<file path="src/rtl/rsp_pkg.sv">
// Shared types, constants and helpers for the ramped-setpoint PID controller.
// Used by every module in rtl/; depends on nothing else.
`timescale 1ns / 1ps

package rsp_pkg;

  // Default number format
  localparam int DATA_WIDTH_DEF = 32;
  localparam int FRAC_BITS_DEF  = 16;

  // Fixed port widths
  localparam int POS_W      = 32;
  localparam int DRIVE_W    = 24;
  localparam int GAIN_W     = 24;
  localparam int RAMP_W     = 31;
  localparam int CFG_DATA_W = 32;
  localparam int CFG_IDX_W  = 3;

  // Register indexes on the configuration port
  localparam logic [CFG_IDX_W-1:0] REG_TARGET = 3'd0;
  localparam logic [CFG_IDX_W-1:0] REG_RAMP   = 3'd1;
  localparam logic [CFG_IDX_W-1:0] REG_KP     = 3'd2;
  localparam logic [CFG_IDX_W-1:0] REG_KI     = 3'd3;
  localparam logic [CFG_IDX_W-1:0] REG_KD     = 3'd4;

  // Register reset values
  localparam logic signed [POS_W-1:0]  TARGET_RST = 32'sd0;
  localparam logic [RAMP_W-1:0]        RAMP_RST   = 31'd65536;
  localparam logic signed [GAIN_W-1:0] KP_RST     = 24'sd108134;
  localparam logic signed [GAIN_W-1:0] KI_RST     = 24'sd26214;
  localparam logic signed [GAIN_W-1:0] KD_RST     = 24'sd0;

  // Scaling constants (whole numbers, scaled by FRAC_BITS where needed)
  localparam int DERIV_SCALE = 50;
  localparam int INT_LIMIT   = 50;
  localparam int DRIVE_LIMIT = 100;

  // Multiplier: second operand width and digit size per step
  localparam int MB_W      = 24;
  localparam int DIGIT_W   = 8;
  localparam int MUL_RES_W = 62;

  // Wide working format for sums and saturation
  localparam int WIDE_W = 80;
  typedef logic signed [WIDE_W-1:0] wide_t;

  // Largest product magnitude, 2^61 - 1
  localparam logic [WIDE_W-1:0] PROD_MAX = (80'd1 << 61) - 80'd1;

  // Multiplier control from the sequencer
  typedef struct packed {
    logic start;
    logic scale;   // shift the product right by FRAC_BITS
  } mul_ctl_t;

  // Sequencer states
  typedef enum logic [4:0] {
    S_IDLE,
    S_DIV_GO,
    S_DIV_WAIT,
    S_SLOPE_GO,
    S_SLOPE_WAIT,
    S_SNAP,
    S_ERR,
    S_INT_GO,
    S_INT_WAIT,
    S_INT_CLAMP,
    S_DER_GO,
    S_DER_WAIT,
    S_P_GO,
    S_P_WAIT,
    S_I_GO,
    S_I_WAIT,
    S_D_GO,
    S_D_WAIT,
    S_DONE
  } state_t;

  // Saturate x to a signed range of w bits
  function automatic wide_t sat_w(input wide_t x, input int unsigned w);
    wide_t hi;
    wide_t lo;
    hi = (wide_t'(1) <<< (w - 1)) - wide_t'(1);
    lo = -hi - wide_t'(1);
    if (x > hi) begin
      return hi;
    end else if (x < lo) begin
      return lo;
    end
    return x;
  endfunction

  // Clamp x to [-lim, lim]
  function automatic wide_t clamp_w(input wide_t x, input wide_t lim);
    if (x > lim) begin
      return lim;
    end else if (x < -lim) begin
      return -lim;
    end
    return x;
  endfunction

endpackage

</file>
<file path="src/rtl/rsp_mul.sv">
// Iterative signed fixed-point multiplier, one 8-bit digit of b per cycle.
// Depends on rsp_pkg (digit size, result width, saturation limit).
`timescale 1ns / 1ps

module rsp_mul #(
  parameter int A_W       = rsp_pkg::DATA_WIDTH_DEF + 1,
  parameter int FRAC_BITS = rsp_pkg::FRAC_BITS_DEF
) (
  input  logic                                 clk,
  input  logic                                 rst,
  input  rsp_pkg::mul_ctl_t                    ctl,
  input  logic signed [A_W-1:0]                a,
  input  logic signed [rsp_pkg::MB_W-1:0]      b,
  output logic                                 done,
  output logic signed [rsp_pkg::MUL_RES_W-1:0] res
);

  localparam int MB_W   = rsp_pkg::MB_W;
  localparam int DIG_W  = rsp_pkg::DIGIT_W;
  localparam int STEPS  = MB_W / DIG_W;
  localparam int CNT_W  = $clog2(STEPS + 1);
  localparam int PROD_W = A_W + MB_W;
  localparam int WIDE_W = rsp_pkg::WIDE_W;
  localparam int RES_W  = rsp_pkg::MUL_RES_W;

  logic                   busy;
  logic [CNT_W-1:0]       cnt;
  logic [A_W-1:0]         a_mag;
  logic [MB_W-1:0]        b_sh;
  logic                   neg;
  logic                   scale;
  logic [PROD_W-1:0]      acc;

  logic [A_W-1:0]         a_abs;
  logic [MB_W-1:0]        b_abs;
  logic [A_W+DIG_W-1:0]   pp;
  logic [PROD_W-1:0]      acc_next;
  logic [WIDE_W-1:0]      prod_sh;
  logic [WIDE_W-1:0]      prod_sat;
  logic [RES_W-1:0]       res_mag;

  // Operand magnitudes
  assign a_abs = a[A_W-1] ? (~a + A_W'(1)) : a;
  assign b_abs = b[MB_W-1] ? (~b + MB_W'(1)) : b;

  // One digit step: shift the sum up and add the next partial product
  assign pp       = a_mag * b_sh[MB_W-1 -: DIG_W];
  assign acc_next = (acc << DIG_W) + PROD_W'(pp);

  // Final scaling and saturation
  assign prod_sh  = scale ? (WIDE_W'(acc) >> FRAC_BITS) : WIDE_W'(acc);
  assign prod_sat = (prod_sh > rsp_pkg::PROD_MAX) ? rsp_pkg::PROD_MAX : prod_sh;
  assign res_mag  = prod_sat[RES_W-1:0];

  // Control: start, step through digits, finish
  always_ff @(posedge clk) begin
    if (rst) begin
      busy <= 1'b0;
      cnt  <= '0;
      done <= 1'b0;
    end else begin
      done <= 1'b0;
      if (ctl.start) begin
        busy <= 1'b1;
        cnt  <= '0;
      end else if (busy) begin
        if (cnt == CNT_W'(STEPS)) begin
          busy <= 1'b0;
          done <= 1'b1;
        end else begin
          cnt <= cnt + CNT_W'(1);
        end
      end
    end
  end

  // Datapath
  always_ff @(posedge clk) begin
    if (ctl.start) begin
      a_mag <= a_abs;
      b_sh  <= b_abs;
      neg   <= a[A_W-1] ^ b[MB_W-1];
      scale <= ctl.scale;
      acc   <= '0;
    end else if (busy) begin
      if (cnt == CNT_W'(STEPS)) begin
        res <= neg ? -$signed(res_mag) : $signed(res_mag);
      end else begin
        acc  <= acc_next;
        b_sh <= b_sh << DIG_W;
      end
    end
  end

endmodule

</file>
<file path="src/rtl/rsp_div.sv">
// Restoring unsigned divider, one quotient bit per cycle.
// Depends on rsp_pkg only for its parameter defaults; the top level hands down the widths.
`timescale 1ns / 1ps

module rsp_div #(
  parameter int NUM_W = rsp_pkg::DATA_WIDTH_DEF + rsp_pkg::FRAC_BITS_DEF,
  parameter int DEN_W = rsp_pkg::RAMP_W
) (
  input  logic             clk,
  input  logic             rst,
  input  logic             start,
  input  logic [NUM_W-1:0] num,
  input  logic [DEN_W-1:0] den,
  output logic             done,
  output logic [NUM_W-1:0] quo
);

  localparam int CNT_W = $clog2(NUM_W + 1);

  logic             busy;
  logic [CNT_W-1:0] cnt;
  logic [DEN_W-1:0] rem;
  logic [DEN_W-1:0] dsr;
  logic [DEN_W:0]   trial;
  logic             fits;

  // Bring down the next numerator bit and try the subtract
  assign trial = {rem, quo[NUM_W-1]};
  assign fits  = trial >= {1'b0, dsr};

  always_ff @(posedge clk) begin
    if (rst) begin
      busy <= 1'b0;
      cnt  <= '0;
      done <= 1'b0;
    end else begin
      done <= 1'b0;
      if (start) begin
        busy <= 1'b1;
        cnt  <= '0;
      end else if (busy) begin
        if (cnt == CNT_W'(NUM_W - 1)) begin
          busy <= 1'b0;
          done <= 1'b1;
        end
        cnt <= cnt + CNT_W'(1);
      end
    end
  end

  always_ff @(posedge clk) begin
    if (start) begin
      rem <= '0;
      dsr <= den;
      quo <= num;
    end else if (busy) begin
      rem <= fits ? DEN_W'(trial - {1'b0, dsr}) : trial[DEN_W-1:0];
      quo <= {quo[NUM_W-2:0], fits};
    end
  end

endmodule

</file>
<file path="src/rtl/ramped_setpoint_pid.sv">
// Top level of the ramped-setpoint PID controller: sequencer, state and registers.
// Depends on rsp_pkg, rsp_mul and rsp_div.
`timescale 1ns / 1ps

// One measured position sample in gives one drive command out. For each sample
// the ramp slope comes from a one-bit-per-cycle divider, and six products go
// one after another through a single multiplier that handles eight bits of its
// second operand per cycle. With ramp_time at zero the divider and the ramp
// product are skipped. in_stall is high while a sample is being worked on; the
// next sample is taken while the previous drive still waits in the output
// register. Write configuration only while the block is idle.

module ramped_setpoint_pid #(
  parameter int DATA_WIDTH = rsp_pkg::DATA_WIDTH_DEF,
  parameter int FRAC_BITS  = rsp_pkg::FRAC_BITS_DEF
) (
  input  logic                                  clk,
  input  logic                                  rst,
  // sample in
  input  logic                                  in_valid,
  output logic                                  in_stall,
  input  logic signed [rsp_pkg::POS_W-1:0]      measured_position,
  // drive out
  output logic                                  out_valid,
  input  logic                                  out_stall,
  output logic signed [rsp_pkg::DRIVE_W-1:0]    drive,
  // configuration writes
  input  logic                                  cfg_valid,
  output logic                                  cfg_ready,
  input  logic [rsp_pkg::CFG_IDX_W-1:0]         cfg_index,
  input  logic [rsp_pkg::CFG_DATA_W-1:0]        cfg_data
);

  localparam int DW     = DATA_WIDTH;
  localparam int A_W    = DW + 1;
  localparam int NUM_W  = DW + FRAC_BITS;
  localparam int MB_W   = rsp_pkg::MB_W;
  localparam int RES_W  = rsp_pkg::MUL_RES_W;
  localparam int DT     = ((1 << FRAC_BITS) * 2 + 50) / 100;

  localparam rsp_pkg::wide_t INT_LIM   = rsp_pkg::wide_t'(rsp_pkg::INT_LIMIT) <<< FRAC_BITS;
  localparam rsp_pkg::wide_t DRIVE_LIM =
    rsp_pkg::wide_t'(rsp_pkg::DRIVE_LIMIT) <<< FRAC_BITS;

  // Configuration registers
  logic signed [rsp_pkg::POS_W-1:0]  target_distance;
  logic [rsp_pkg::RAMP_W-1:0]        ramp_time;
  logic signed [rsp_pkg::GAIN_W-1:0] kp;
  logic signed [rsp_pkg::GAIN_W-1:0] ki;
  logic signed [rsp_pkg::GAIN_W-1:0] kd;

  // Controller state and per-sample working registers
  rsp_pkg::state_t      state;
  rsp_pkg::state_t      state_next;
  logic signed [DW-1:0] sp;
  logic signed [DW-1:0] integ;
  logic signed [DW-1:0] prev;
  logic signed [DW-1:0] target;
  logic signed [DW-1:0] meas;
  logic signed [DW-1:0] slope;
  logic signed [DW-1:0] err;
  logic signed [DW-1:0] deriv;
  logic signed [A_W-1:0] diff;
  rsp_pkg::wide_t       acc;

  // Shared units
  rsp_pkg::mul_ctl_t        mul_ctl;
  logic signed [A_W-1:0]    mul_a;
  logic signed [MB_W-1:0]   mul_b;
  logic                     mul_done;
  logic signed [RES_W-1:0]  mul_res;
  logic                     div_start;
  logic                     div_done;
  logic [NUM_W-1:0]         div_quo;
  logic [DW-1:0]            tgt_mag;
  logic [NUM_W-1:0]         div_num;

  // Combinational candidates
  rsp_pkg::wide_t tgt_w;
  rsp_pkg::wide_t meas_w;
  rsp_pkg::wide_t slope_raw;
  rsp_pkg::wide_t slope_w;
  rsp_pkg::wide_t mul_w;
  rsp_pkg::wide_t sp_sum_w;
  rsp_pkg::wide_t abs_sp;
  rsp_pkg::wide_t abs_tgt;
  rsp_pkg::wide_t err_w;
  rsp_pkg::wide_t int_sum_w;
  rsp_pkg::wide_t int_clamp_w;
  rsp_pkg::wide_t drive_w;
  logic           in_xfer;
  logic           out_free;

  assign cfg_ready = 1'b1;
  assign in_xfer   = in_valid && !in_stall;
  assign out_free  = !out_valid || !out_stall;

  // Configuration writes; unknown indexes are dropped
  always_ff @(posedge clk) begin
    if (rst) begin
      target_distance <= rsp_pkg::TARGET_RST;
      ramp_time       <= rsp_pkg::RAMP_RST;
      kp              <= rsp_pkg::KP_RST;
      ki              <= rsp_pkg::KI_RST;
      kd              <= rsp_pkg::KD_RST;
    end else if (cfg_valid && cfg_ready) begin
      unique case (cfg_index)
        rsp_pkg::REG_TARGET: target_distance <= cfg_data;
        rsp_pkg::REG_RAMP:   ramp_time       <= cfg_data[rsp_pkg::RAMP_W-1:0];
        rsp_pkg::REG_KP:     kp              <= cfg_data[rsp_pkg::GAIN_W-1:0];
        rsp_pkg::REG_KI:     ki              <= cfg_data[rsp_pkg::GAIN_W-1:0];
        rsp_pkg::REG_KD:     kd              <= cfg_data[rsp_pkg::GAIN_W-1:0];
        default: ;
      endcase
    end
  end

  // Saturated candidates for each update step
  always_comb begin
    tgt_w     = rsp_pkg::sat_w(rsp_pkg::wide_t'(target_distance), DW);
    meas_w    = rsp_pkg::sat_w(rsp_pkg::wide_t'(measured_position), DW);
    slope_raw = rsp_pkg::wide_t'({{(rsp_pkg::WIDE_W - NUM_W){1'b0}}, div_quo});
    slope_w   = rsp_pkg::sat_w(target[DW-1] ? -slope_raw : slope_raw, DW);
    mul_w     = rsp_pkg::sat_w(rsp_pkg::wide_t'(mul_res), DW);
    sp_sum_w  = rsp_pkg::sat_w(rsp_pkg::wide_t'(sp) + mul_w, DW);
    abs_sp    = sp[DW-1] ? -rsp_pkg::wide_t'(sp) : rsp_pkg::wide_t'(sp);
    abs_tgt   = target[DW-1] ? -rsp_pkg::wide_t'(target) : rsp_pkg::wide_t'(target);
    err_w     = rsp_pkg::sat_w(rsp_pkg::wide_t'(sp) - rsp_pkg::wide_t'(meas), DW);
    int_sum_w = rsp_pkg::sat_w(rsp_pkg::wide_t'(integ) + mul_w, DW);
    int_clamp_w = rsp_pkg::sat_w(rsp_pkg::clamp_w(rsp_pkg::wide_t'(integ), INT_LIM), DW);
    drive_w   = rsp_pkg::clamp_w(acc, DRIVE_LIM);
  end

  // Divider operands: |target| scaled up by FRAC_BITS over the ramp time
  assign tgt_mag = target[DW-1] ? (~target + DW'(1)) : target;
  assign div_num = {tgt_mag, {FRAC_BITS{1'b0}}};

  // Next state
  always_comb begin
    state_next = state;
    unique case (state)
      rsp_pkg::S_IDLE: begin
        if (in_xfer) begin
          state_next = (ramp_time == '0) ? rsp_pkg::S_ERR : rsp_pkg::S_DIV_GO;
        end
      end
      rsp_pkg::S_DIV_GO:     state_next = rsp_pkg::S_DIV_WAIT;
      rsp_pkg::S_DIV_WAIT:   if (div_done) state_next = rsp_pkg::S_SLOPE_GO;
      rsp_pkg::S_SLOPE_GO:   state_next = rsp_pkg::S_SLOPE_WAIT;
      rsp_pkg::S_SLOPE_WAIT: if (mul_done) state_next = rsp_pkg::S_SNAP;
      rsp_pkg::S_SNAP:       state_next = rsp_pkg::S_ERR;
      rsp_pkg::S_ERR:        state_next = rsp_pkg::S_INT_GO;
      rsp_pkg::S_INT_GO:     state_next = rsp_pkg::S_INT_WAIT;
      rsp_pkg::S_INT_WAIT:   if (mul_done) state_next = rsp_pkg::S_INT_CLAMP;
      rsp_pkg::S_INT_CLAMP:  state_next = rsp_pkg::S_DER_GO;
      rsp_pkg::S_DER_GO:     state_next = rsp_pkg::S_DER_WAIT;
      rsp_pkg::S_DER_WAIT:   if (mul_done) state_next = rsp_pkg::S_P_GO;
      rsp_pkg::S_P_GO:       state_next = rsp_pkg::S_P_WAIT;
      rsp_pkg::S_P_WAIT:     if (mul_done) state_next = rsp_pkg::S_I_GO;
      rsp_pkg::S_I_GO:       state_next = rsp_pkg::S_I_WAIT;
      rsp_pkg::S_I_WAIT:     if (mul_done) state_next = rsp_pkg::S_D_GO;
      rsp_pkg::S_D_GO:       state_next = rsp_pkg::S_D_WAIT;
      rsp_pkg::S_D_WAIT:     if (mul_done) state_next = rsp_pkg::S_DONE;
      rsp_pkg::S_DONE:       if (out_free) state_next = rsp_pkg::S_IDLE;
      default:               state_next = rsp_pkg::S_IDLE;
    endcase
  end

  // Sequencer outputs: handshake and shared-unit operands
  always_comb begin
    in_stall      = (state != rsp_pkg::S_IDLE);
    div_start     = 1'b0;
    mul_ctl.start = 1'b0;
    mul_ctl.scale = 1'b1;
    mul_a         = A_W'(err);
    mul_b         = MB_W'(DT);
    unique case (state)
      rsp_pkg::S_DIV_GO: div_start = 1'b1;
      rsp_pkg::S_SLOPE_GO: begin
        mul_ctl.start = 1'b1;
        mul_a         = A_W'(slope);
      end
      rsp_pkg::S_INT_GO: begin
        mul_ctl.start = 1'b1;
      end
      rsp_pkg::S_DER_GO: begin
        mul_ctl.start = 1'b1;
        mul_ctl.scale = 1'b0;
        mul_a         = diff;
        mul_b         = MB_W'(rsp_pkg::DERIV_SCALE);
      end
      rsp_pkg::S_P_GO: begin
        mul_ctl.start = 1'b1;
        mul_b         = kp;
      end
      rsp_pkg::S_I_GO: begin
        mul_ctl.start = 1'b1;
        mul_a         = A_W'(integ);
        mul_b         = ki;
      end
      rsp_pkg::S_D_GO: begin
        mul_ctl.start = 1'b1;
        mul_a         = A_W'(deriv);
        mul_b         = kd;
      end
      default: ;
    endcase
  end

  always_ff @(posedge clk) begin
    if (rst) begin
      state <= rsp_pkg::S_IDLE;
    end else begin
      state <= state_next;
    end
  end

  // Controller state that persists across samples
  always_ff @(posedge clk) begin
    if (rst) begin
      sp    <= '0;
      integ <= '0;
      prev  <= '0;
    end else begin
      unique case (state)
        rsp_pkg::S_IDLE: begin
          if (in_xfer && ramp_time == '0) begin
            sp <= tgt_w[DW-1:0];
          end
        end
        rsp_pkg::S_SLOPE_WAIT: if (mul_done) sp <= sp_sum_w[DW-1:0];
        rsp_pkg::S_SNAP:       if (abs_sp > abs_tgt) sp <= target;
        rsp_pkg::S_INT_GO:     prev <= err;
        rsp_pkg::S_INT_WAIT:   if (mul_done) integ <= int_sum_w[DW-1:0];
        rsp_pkg::S_INT_CLAMP:  integ <= int_clamp_w[DW-1:0];
        default: ;
      endcase
    end
  end

  // Per-sample working registers
  always_ff @(posedge clk) begin
    case (state) inside
      rsp_pkg::S_IDLE: begin
        if (in_xfer) begin
          target <= tgt_w[DW-1:0];
          meas   <= meas_w[DW-1:0];
        end
      end
      rsp_pkg::S_DIV_WAIT: if (div_done) slope <= slope_w[DW-1:0];
      rsp_pkg::S_ERR:      err  <= err_w[DW-1:0];
      rsp_pkg::S_INT_GO:   diff <= A_W'(err) - A_W'(prev);
      rsp_pkg::S_DER_WAIT: if (mul_done) deriv <= mul_w[DW-1:0];
      rsp_pkg::S_P_WAIT:   if (mul_done) acc <= rsp_pkg::wide_t'(mul_res);
      rsp_pkg::S_I_WAIT,
      rsp_pkg::S_D_WAIT:   if (mul_done) acc <= acc + rsp_pkg::wide_t'(mul_res);
      default: ;
    endcase
  end

  // Output register: load the drive once the previous one has transferred
  always_ff @(posedge clk) begin
    if (rst) begin
      out_valid <= 1'b0;
    end else if (state == rsp_pkg::S_DONE && out_free) begin
      out_valid <= 1'b1;
    end else if (!out_stall) begin
      out_valid <= 1'b0;
    end
  end

  always_ff @(posedge clk) begin
    if (state == rsp_pkg::S_DONE && out_free) begin
      drive <= drive_w[rsp_pkg::DRIVE_W-1:0];
    end
  end

  rsp_mul #(
    .A_W       (A_W),
    .FRAC_BITS (FRAC_BITS)
  ) u_mul (
    .clk  (clk),
    .rst  (rst),
    .ctl  (mul_ctl),
    .a    (mul_a),
    .b    (mul_b),
    .done (mul_done),
    .res  (mul_res)
  );

  rsp_div #(
    .NUM_W (NUM_W),
    .DEN_W (rsp_pkg::RAMP_W)
  ) u_div (
    .clk   (clk),
    .rst   (rst),
    .start (div_start),
    .num   (div_num),
    .den   (ramp_time),
    .done  (div_done),
    .quo   (div_quo)
  );

endmodule

</file>
<file path="config.mk">
export PLATFORM = sky130hd
export DESIGN_NAME = ramped_setpoint_pid
export DESIGN_NICKNAME = d
export VERILOG_FILES = /design/src/rtl/rsp_pkg.sv /design/src/rtl/rsp_mul.sv /design/src/rtl/rsp_div.sv /design/src/rtl/ramped_setpoint_pid.sv
export SDC_FILE = /design/constraint.sdc
export NUM_CORES = 2
export LEC_CHECK = 0
export BUFFER_PORTS_ARGS = -buffer_cell sky130_fd_sc_hd__buf_4
export CELL_PAD_IN_SITES_DETAIL_PLACEMENT = 2
export CELL_PAD_IN_SITES_GLOBAL_PLACEMENT = 2
export CORE_MARGIN = 5
export CORE_UTILIZATION = 44
export CTS_CLUSTER_DIAMETER = 100
export DETAILED_ROUTE_END_ITERATION = 6
export MAX_ROUTING_LAYER = met4
export PLACE_DENSITY_LB_ADDON = 0.3
export SLEW_MARGIN = 20
export SYNTH_ARGS = -nofsm -noshare
export SYNTH_HDL_FRONTEND = slang
export SYNTH_SLANG_ARGS = --single-unit
</file>
<file path="constraint.sdc">
create_clock -name clk -period 20.9 [get_ports clk]
set_input_delay 4.18 -clock clk [delete_from_list [all_inputs] [get_ports clk]]
set_output_delay 4.18 -clock clk [all_outputs]
set_load 0.01 [all_outputs]
</file>
* Yosys cells after proc, flatten, opt, wreduce, memory -nomap -nowiden
Cells that the tools add are included.
Word-level totals: input bits 72, output and inout port bits 27, word-level logic and storage cells 265, bits in registers 834
Cells by class: multiply operators 1, eq/ne operators 37, multiplexer cells 101, bitwise gates (word level) 13, order comparisons 23, reductions and logical operators 39, add/subtract/negate cells 16
Operators by type and width (number):
- 80-bit two-way mux | 13
- 32-bit two-way mux | 27
- 80-bit by 32-bit greater-than comparator with 1-bit output, second input constant | 4
- 80-bit by 32-bit less-than comparator with 1-bit output, second input constant | 4
- 24-bit two-way mux | 7
- 32-bit by 80-bit adder with 80-bit output | 2
- 32-bit negator with 80-bit output | 2
- 33-bit one-hot mux with 4 select lines | 1
- 62-bit two-way mux | 2
- 48-bit two-way mux | 2
- 24-bit one-hot mux with 4 select lines | 1
- 32-bit one-hot mux with 3 select lines | 1
- 5-bit one-hot mux with 19 select lines | 1
- 80-bit by 62-bit adder with 80-bit output | 1
- 80-bit by 24-bit greater-than comparator with 1-bit output, second input constant | 1
- 80-bit by 61-bit greater-than comparator with 1-bit output, second input constant | 1
- 80-bit greater-than comparator | 1
- 80-bit by 24-bit less-than comparator with 1-bit output, second input constant | 1
- 48-bit negator with 80-bit output | 1
- 32-bit by 32-bit subtractor with 33-bit output | 2
- 32-bit greater-than comparator, second input constant | 2
- 32-bit less-than comparator, second input constant | 2
- 32-bit one-hot mux with 2 select lines | 1
- 62-bit by 32-bit greater-than comparator with 1-bit output, second input constant | 1
- other kinds (55) | 149

* Logic depth before layout (Yosys ltp)
word-level depth 11, gate-level depth with buffers 27, mapped depth without buffers 25

* By module
A second synthesis with hierarchy kept.
Second synthesis, totals: cell total of the unflattened synthesis 8086, area total of the unflattened synthesis 68958.6 um^2
By module, submodules not included:
- ramped_setpoint_pid | instances 1, cells an instance 5354, area an instance 43222.7 um^2, sequential area each 13663.1 um^2
- rsp_mul | instances 1, cells an instance 2104, area an instance 19144.6 um^2, sequential area each 4854.7 um^2
- rsp_div | instances 1, cells an instance 628, area an instance 6591.3 um^2, sequential area each 3153.0 um^2

* Least setup slack after synthesis
OpenSTA, ideal clock, no wires.
path type register to register, start point register u_mul.res[61] (netlist bit), end point register sp[30], path slack 14124 ps, buffers on the path 3, stages on the path, launching flop included 27, period minus slack after synthesis 6776 ps, required time 20814 ps, library setup time 86 ps, arrival time 6691 ps, cell sequence edfxtp_1 -> clkbuf_1 -> nand4_1 -> or4_1 -> o21ai_0 -> clkbuf_1 -> nand2_1 -> nand2_1 -> ha_1 -> inv_1 -> fa_1 -> nand2b_1 -> a21oi_1 -> o211ai_1 -> and4b_1 -> o31ai_1 -> a41oi_1 -> o21bai_1 -> xnor2_1 -> nor4b_1 -> nand4_1 -> or4_1 -> or3_1 -> o211ai_1 -> clkbuf_1 -> o21ai_0 -> a211oi_1
On the way: cells in the longest elaborated chain, start to end 11, elaborated cells between the ends (all ways) 15, those cells by class add/sub: 1; order compare: 4; mux: 10
Ends and longest elaborated chain:
- from (decl) | RTL line rsp_mul.sv:15 | output logic signed [rsp_pkg::MUL_RES_W-1:0] res
- from (signal assigned) | RTL line rsp_mul.sv:87 | res <= neg ? -$signed(res_mag) : $signed(res_mag);
- 62-bit by 32-bit less-than comparator with 1-bit output | RTL line rsp_pkg.sv:87 | end else if (x < lo) begin
- 1-bit two-way mux | RTL line rsp_pkg.sv:87
- 1-bit two-way mux | RTL line rsp_pkg.sv:85 | if (x > hi) begin
- 80-bit two-way mux * | RTL line rsp_pkg.sv:90 | return x;
- via mul_w[0] | RTL line ramped_setpoint_pid.sv:83 | rsp_pkg::wide_t mul_w;
- 32-bit by 80-bit adder with 80-bit output * | RTL line ramped_setpoint_pid.sv:125 | sp_sum_w = rsp_pkg::sat_w(rsp_pkg::wide_t'(sp) + mul_w, DW);
- 80-bit by 32-bit less-than comparator with 1-bit output | RTL line rsp_pkg.sv:87
- 1-bit two-way mux | RTL line rsp_pkg.sv:87
- 1-bit two-way mux | RTL line rsp_pkg.sv:85
- 32-bit two-way mux * | RTL line rsp_pkg.sv:90
- 32-bit two-way mux * | RTL line ramped_setpoint_pid.sv:231 | rsp_pkg::S_SLOPE_WAIT: if (mul_done) sp <= sp_sum_w[DW-1:0];
- 32-bit one-hot mux with 3 select lines * | RTL line ramped_setpoint_pid.sv:225 | unique case (state)
- to (signal assigned) | RTL line ramped_setpoint_pid.sv:228 | sp <= tgt_w[DW-1:0];
- to (signal assigned) | RTL line ramped_setpoint_pid.sv:231
- to (signal assigned) | RTL line ramped_setpoint_pid.sv:232 | rsp_pkg::S_SNAP: if (abs_sp > abs_tgt) sp <= target;
- to (decl) | RTL line ramped_setpoint_pid.sv:55 | logic signed [DW-1:0] sp;
Mark *: on every way through the listed nets, which the timed path passes. The rest lies on a longest branch. The select of a mux whose other input is x is not followed. A chain may end at the register's enable or synchronous reset.

* Worst setup path after layout
start point register u_mul.res[61] (netlist bit), end point register integ[23]
On the way: cells in the longest elaborated chain, start to end 11, elaborated cells between the ends (all ways) 15, those cells by class add/sub: 1; order compare: 4; mux: 10
Ends and longest elaborated chain:
- 62-bit by 32-bit less-than comparator with 1-bit output | RTL line rsp_pkg.sv:87
- 1-bit two-way mux | RTL line rsp_pkg.sv:87
- 1-bit two-way mux | RTL line rsp_pkg.sv:85
- 80-bit two-way mux * | RTL line rsp_pkg.sv:90
- via mul_w[0] | RTL line ramped_setpoint_pid.sv:83
- 32-bit by 80-bit adder with 80-bit output * | RTL line ramped_setpoint_pid.sv:129 | int_sum_w = rsp_pkg::sat_w(rsp_pkg::wide_t'(integ) + mul_w, DW);
- 80-bit by 32-bit less-than comparator with 1-bit output | RTL line rsp_pkg.sv:87
- 1-bit two-way mux | RTL line rsp_pkg.sv:87
- 1-bit two-way mux | RTL line rsp_pkg.sv:85
- 32-bit two-way mux * | RTL line rsp_pkg.sv:90
- 32-bit two-way mux * | RTL line ramped_setpoint_pid.sv:234 | rsp_pkg::S_INT_WAIT: if (mul_done) integ <= int_sum_w[DW-1:0];
- 32-bit one-hot mux with 2 select lines * | RTL line ramped_setpoint_pid.sv:225
- to (signal assigned) | RTL line ramped_setpoint_pid.sv:234
- to (signal assigned) | RTL line ramped_setpoint_pid.sv:235 | rsp_pkg::S_INT_CLAMP: integ <= int_clamp_w[DW-1:0];
- to (decl) | RTL line ramped_setpoint_pid.sv:56 | logic signed [DW-1:0] integ;
Marks and branches as above.

==> results.py <==
metrics = {
    "synthesis": {
        "synth_top_cell_by_area": "edfxtp_1",
        "synth_top_family_by_area": "compound AO/OA/AOI/OAI gates",
        "synth-xor-area-share": 0.06624,
        "synth_common_cells": "1,064 x nand2_1, 677 x a21oi_1, 515 x o21ai_0",
        "synth_compound_area_frac": 0.1939,
        "synth_edf_count": 481,
        "yosysMostFrequentCell": "nand2_1",
        "yosysWarnings": 0,
        "netlist.area_leader.share": 0.2216,
        "synth.avg_cell_area_um2": 8.570,
        "synth-seq-cells": 834,
        "ys_top_cells_by_area": "edfxtp_1 22%, dfxtp_1 11%, ha_1 8.7%",
        "synthSimpleGateAreaFrac": 0.1906,
        "ys_seq_area_frac": 0.3300,
        "syn_area_um2": 65190,
        "yosysUniqueCellTypes": 95,
        "async_flop_share": 0,
        "syn_inst": 7607,
        "synth_flop_cell": "edfxtp_1",
        "synthMuxAreaShare": 0.01299,
        "synth_adder_area_share": 0.1566,
    },
    "routing": {
        "drtPass1Iterations": 6,
        "vias_per_cell": 6.559,
        "met3_length_mm": 18.84,
        "wire_per_inst_um": 30.89,
        "vias": 62640,
        "drt_iter0_markers": 5525,
        "drc_errors": 0,
        "dr_wl_met2_mm": 141.6,
        "postRouteAntennaNets": 0,
        "wl_met1_mm": 113.1,
        "routed.top_layer": "met4",
        "routed_wl_mm": 295.0,
    },
    "finish": {
        "layout-drive-gt1-share": 0.05694,
        "post-route-util": 0.4818,
        "area_delta_synth_final_pct": 9.013,
        "fin_area_um2": 71060,
        "nNetsFinal": 8268,
    },
    "min_path": {
        "hold_path.class": "reg2reg",
        "hold_depth": 2,
    },
    "floorplan": {
        "die_h_um": 394.9,
        "row_count": 141,
        "io_pins": 99,
        "core_area_um2": 147500,
        "initial_core_util": 0.4420,
        "die_w_um": 394.9,
        "die_area_um2": 156000,
    },
    "global_routing": {
        "overflow": 0,
        "grt_max_degree": 104,
        "grt_pass1_wl_mm": 441.7,
        "antenna_found_initial": 18,
        "grt_use_total": 0.3758,
        "grt_pass1_vias": 68410,
    },
    "cts": {
        "htreeDepth": 3,
        "clk_latency_ns": 0.77,
        "cts.sinks": 834,
        "clk_pin_slew_ns": 0.07,
        "cts_buffers": 99,
        "cts_resized": 0,
        "clockRootBuffer": "clkbuf_16",
        "clockBufferDepth": 3,
        "post_cts_buffers": 0,
        "ctsHoldBuffers": 0,
        "cts_tree": "done",
    },
    "critical_path": {
        "worstSetupStartpointType": "register",
        "cp_slowest_stage_delay_ns": 0.75,
        "timing.critical_path.buf_inv": 3,
        "worstPathRequired_ns": 21.48,
        "critPathArrivalTime_ns": 9.36,
        "crit_family": "simple AND/OR/NAND/NOR gates",
        "cp_common_cell": "a21oi_1",
        "worst-path-stages": 25,
        "slowest_stage": "a32oi_1",
        "end_kind": "register",
        "worstSetupPathType": "reg2reg",
        "reg2regPathDepth": 25,
        "path_max_fanout": 49,
    },
    "run_status": {
        "status": "finished, final reports clean",
    },
    "sta": {
        "finalSetupViolCount": 0,
        "hold_violations": 0,
        "final.min_clock_period_ns": 8.773,
        "max_freq_ghz": 0.1140,
        "finalCritPeriodShare": 0.4198,
        "worst_pin_slew_ns": 1.161,
        "slew_viol_final": 0,
        "finClkSkew_ns": 0.05240,
        "rsz0062_at_grt": "false",
        "tns_ns": 0,
        "slew_headroom": 0.2060,
    },
    "run": {
        "maxCapViolCount": 0,
    },
    "placed_design": {
        "placed_area_um2": 67560,
        "gp_congestion": 0.9320,
        "dpl.hpwl_mm": 200.1,
        "io_buffers": 97,
    },
    "pwr": {
        "peakVddDrop_mv": 0.1935,
        "leakagePower_nw": 29.11,
        "total_power_mw": 10.42,
        "powerDensity_nw_per_um2": 146.7,
    },
}
state kept, by name, indices dropped and copies added, names as in the netlist, 33 cells and up:
register / count
u_mul.a_mag: 33
u_div.quo: 48
diff: 33
u_mul.acc: 57
u_mul.res: 62
acc: 80
power breakdown:
part / total, mW / internal [mW] / switching (mW)
registers: 2.41 / 2.03 / 0.380
logic: 6.09 / 2.29 / 3.80
clock network: 1.93 / 1.07 / 0.852
area by class of cell:
class | instances | area, um^2
multi-input cells | 6015 | 40890
repair buffers | 164 | 1235
clock inverters | 49 | 530.5
well taps | 1930 | 2415
diodes | 16 | 40.04
fillers | 15930 | 76420
clock buffers | 139 | 2925
inverters | 403 | 1514
flip-flops and latches | 834 | 21520
tightest hold or removal path, stage by stage (launching register included):
cell and delay, ns:
dfxtp_1 0.31, nand2_1 0.05, a21oi_1 0.05
worst paths after layout:
| path | startpoint | endpoint | slack, ns |
|---|---|---|---|
| max | u_mul.res[61] | integ[23] | 12.13 |
| min | prev[29] | prev[29] | 0.46 |
| max reg2reg | u_mul.res[61] | integ[23] | 12.13 |
| min reg2reg | prev[29] | prev[29] | 0.46 |
placed cells by master (no fill, tap or decap), types with 42 or more instances in the layout:
cell type | synthesis | routed
inv_1 | 400 | 398
mux2i_1 | 79 | 79
xnor2_1 | 245 | 245
o31ai_1 | 53 | 52
nor2b_1 | 82 | 81
buf_4 | 2 | 163
a211oi_1 | 85 | 85
o21bai_1 | 43 | 42
nor4_1 | 74 | 73
o21ai_0 | 515 | 513
or3_1 | 52 | 52
ha_1 | 455 | 455
conb_1 | 2 | 97
nand2_1 | 1064 | 1062
nand4_1 | 112 | 112
xor2_1 | 248 | 248
nor3_1 | 142 | 141
nand2b_1 | 86 | 86
edfxtp_1 | 481 | 481
a31oi_1 | 65 | 65
a22oi_1 | 116 | 116
and2_1 | 174 | 173
nand3_1 | 168 | 167
a21oi_1 | 677 | 675
clkbuf_16 | 0 | 105
and3_1 | 60 | 54
o21a_1 | 60 | 60
a21o_1 | 186 | 186
nor2_1 | 431 | 426
dfxtp_1 | 353 | 351
fa_1 | 224 | 224
metrics by stage:
| step | instances | hold slack, ns | setup slack [ns] |
|---|---|---|---|
| global route | 9548 | 0.4801 | 11.75 |
| CTS | 9534 | 0.4602 | 12.35 |
| floorplan | 7702 | 0.4304 | 14.12 |
| detailed placement | 9346 | 0.4502 | 12.67 |
| finish | 9550 | 0.4565 | 12.13 |
| global placement | 9346 | 0.4376 | 12.89 |
metal layers:
metal	up-vias	global-route usage
li1	26750	-
met1	32120	0.4281
met2	2757	0.6244
met3	1009	0.06254
met4	0	0.2242
met5	-	-
kinds of logic after synthesis:
group                    after synthesis
multiplexers                          84
flip-flops                           834
buffers and inverters                853
other                                  2
AO/OA/AOI/OAI                       2056
XOR/XNOR                             493
AND/OR/NAND/NOR                     2603
adder cells (fa/ha/maj)              682
No activity file was read; power rests on OpenSTA's default activity.
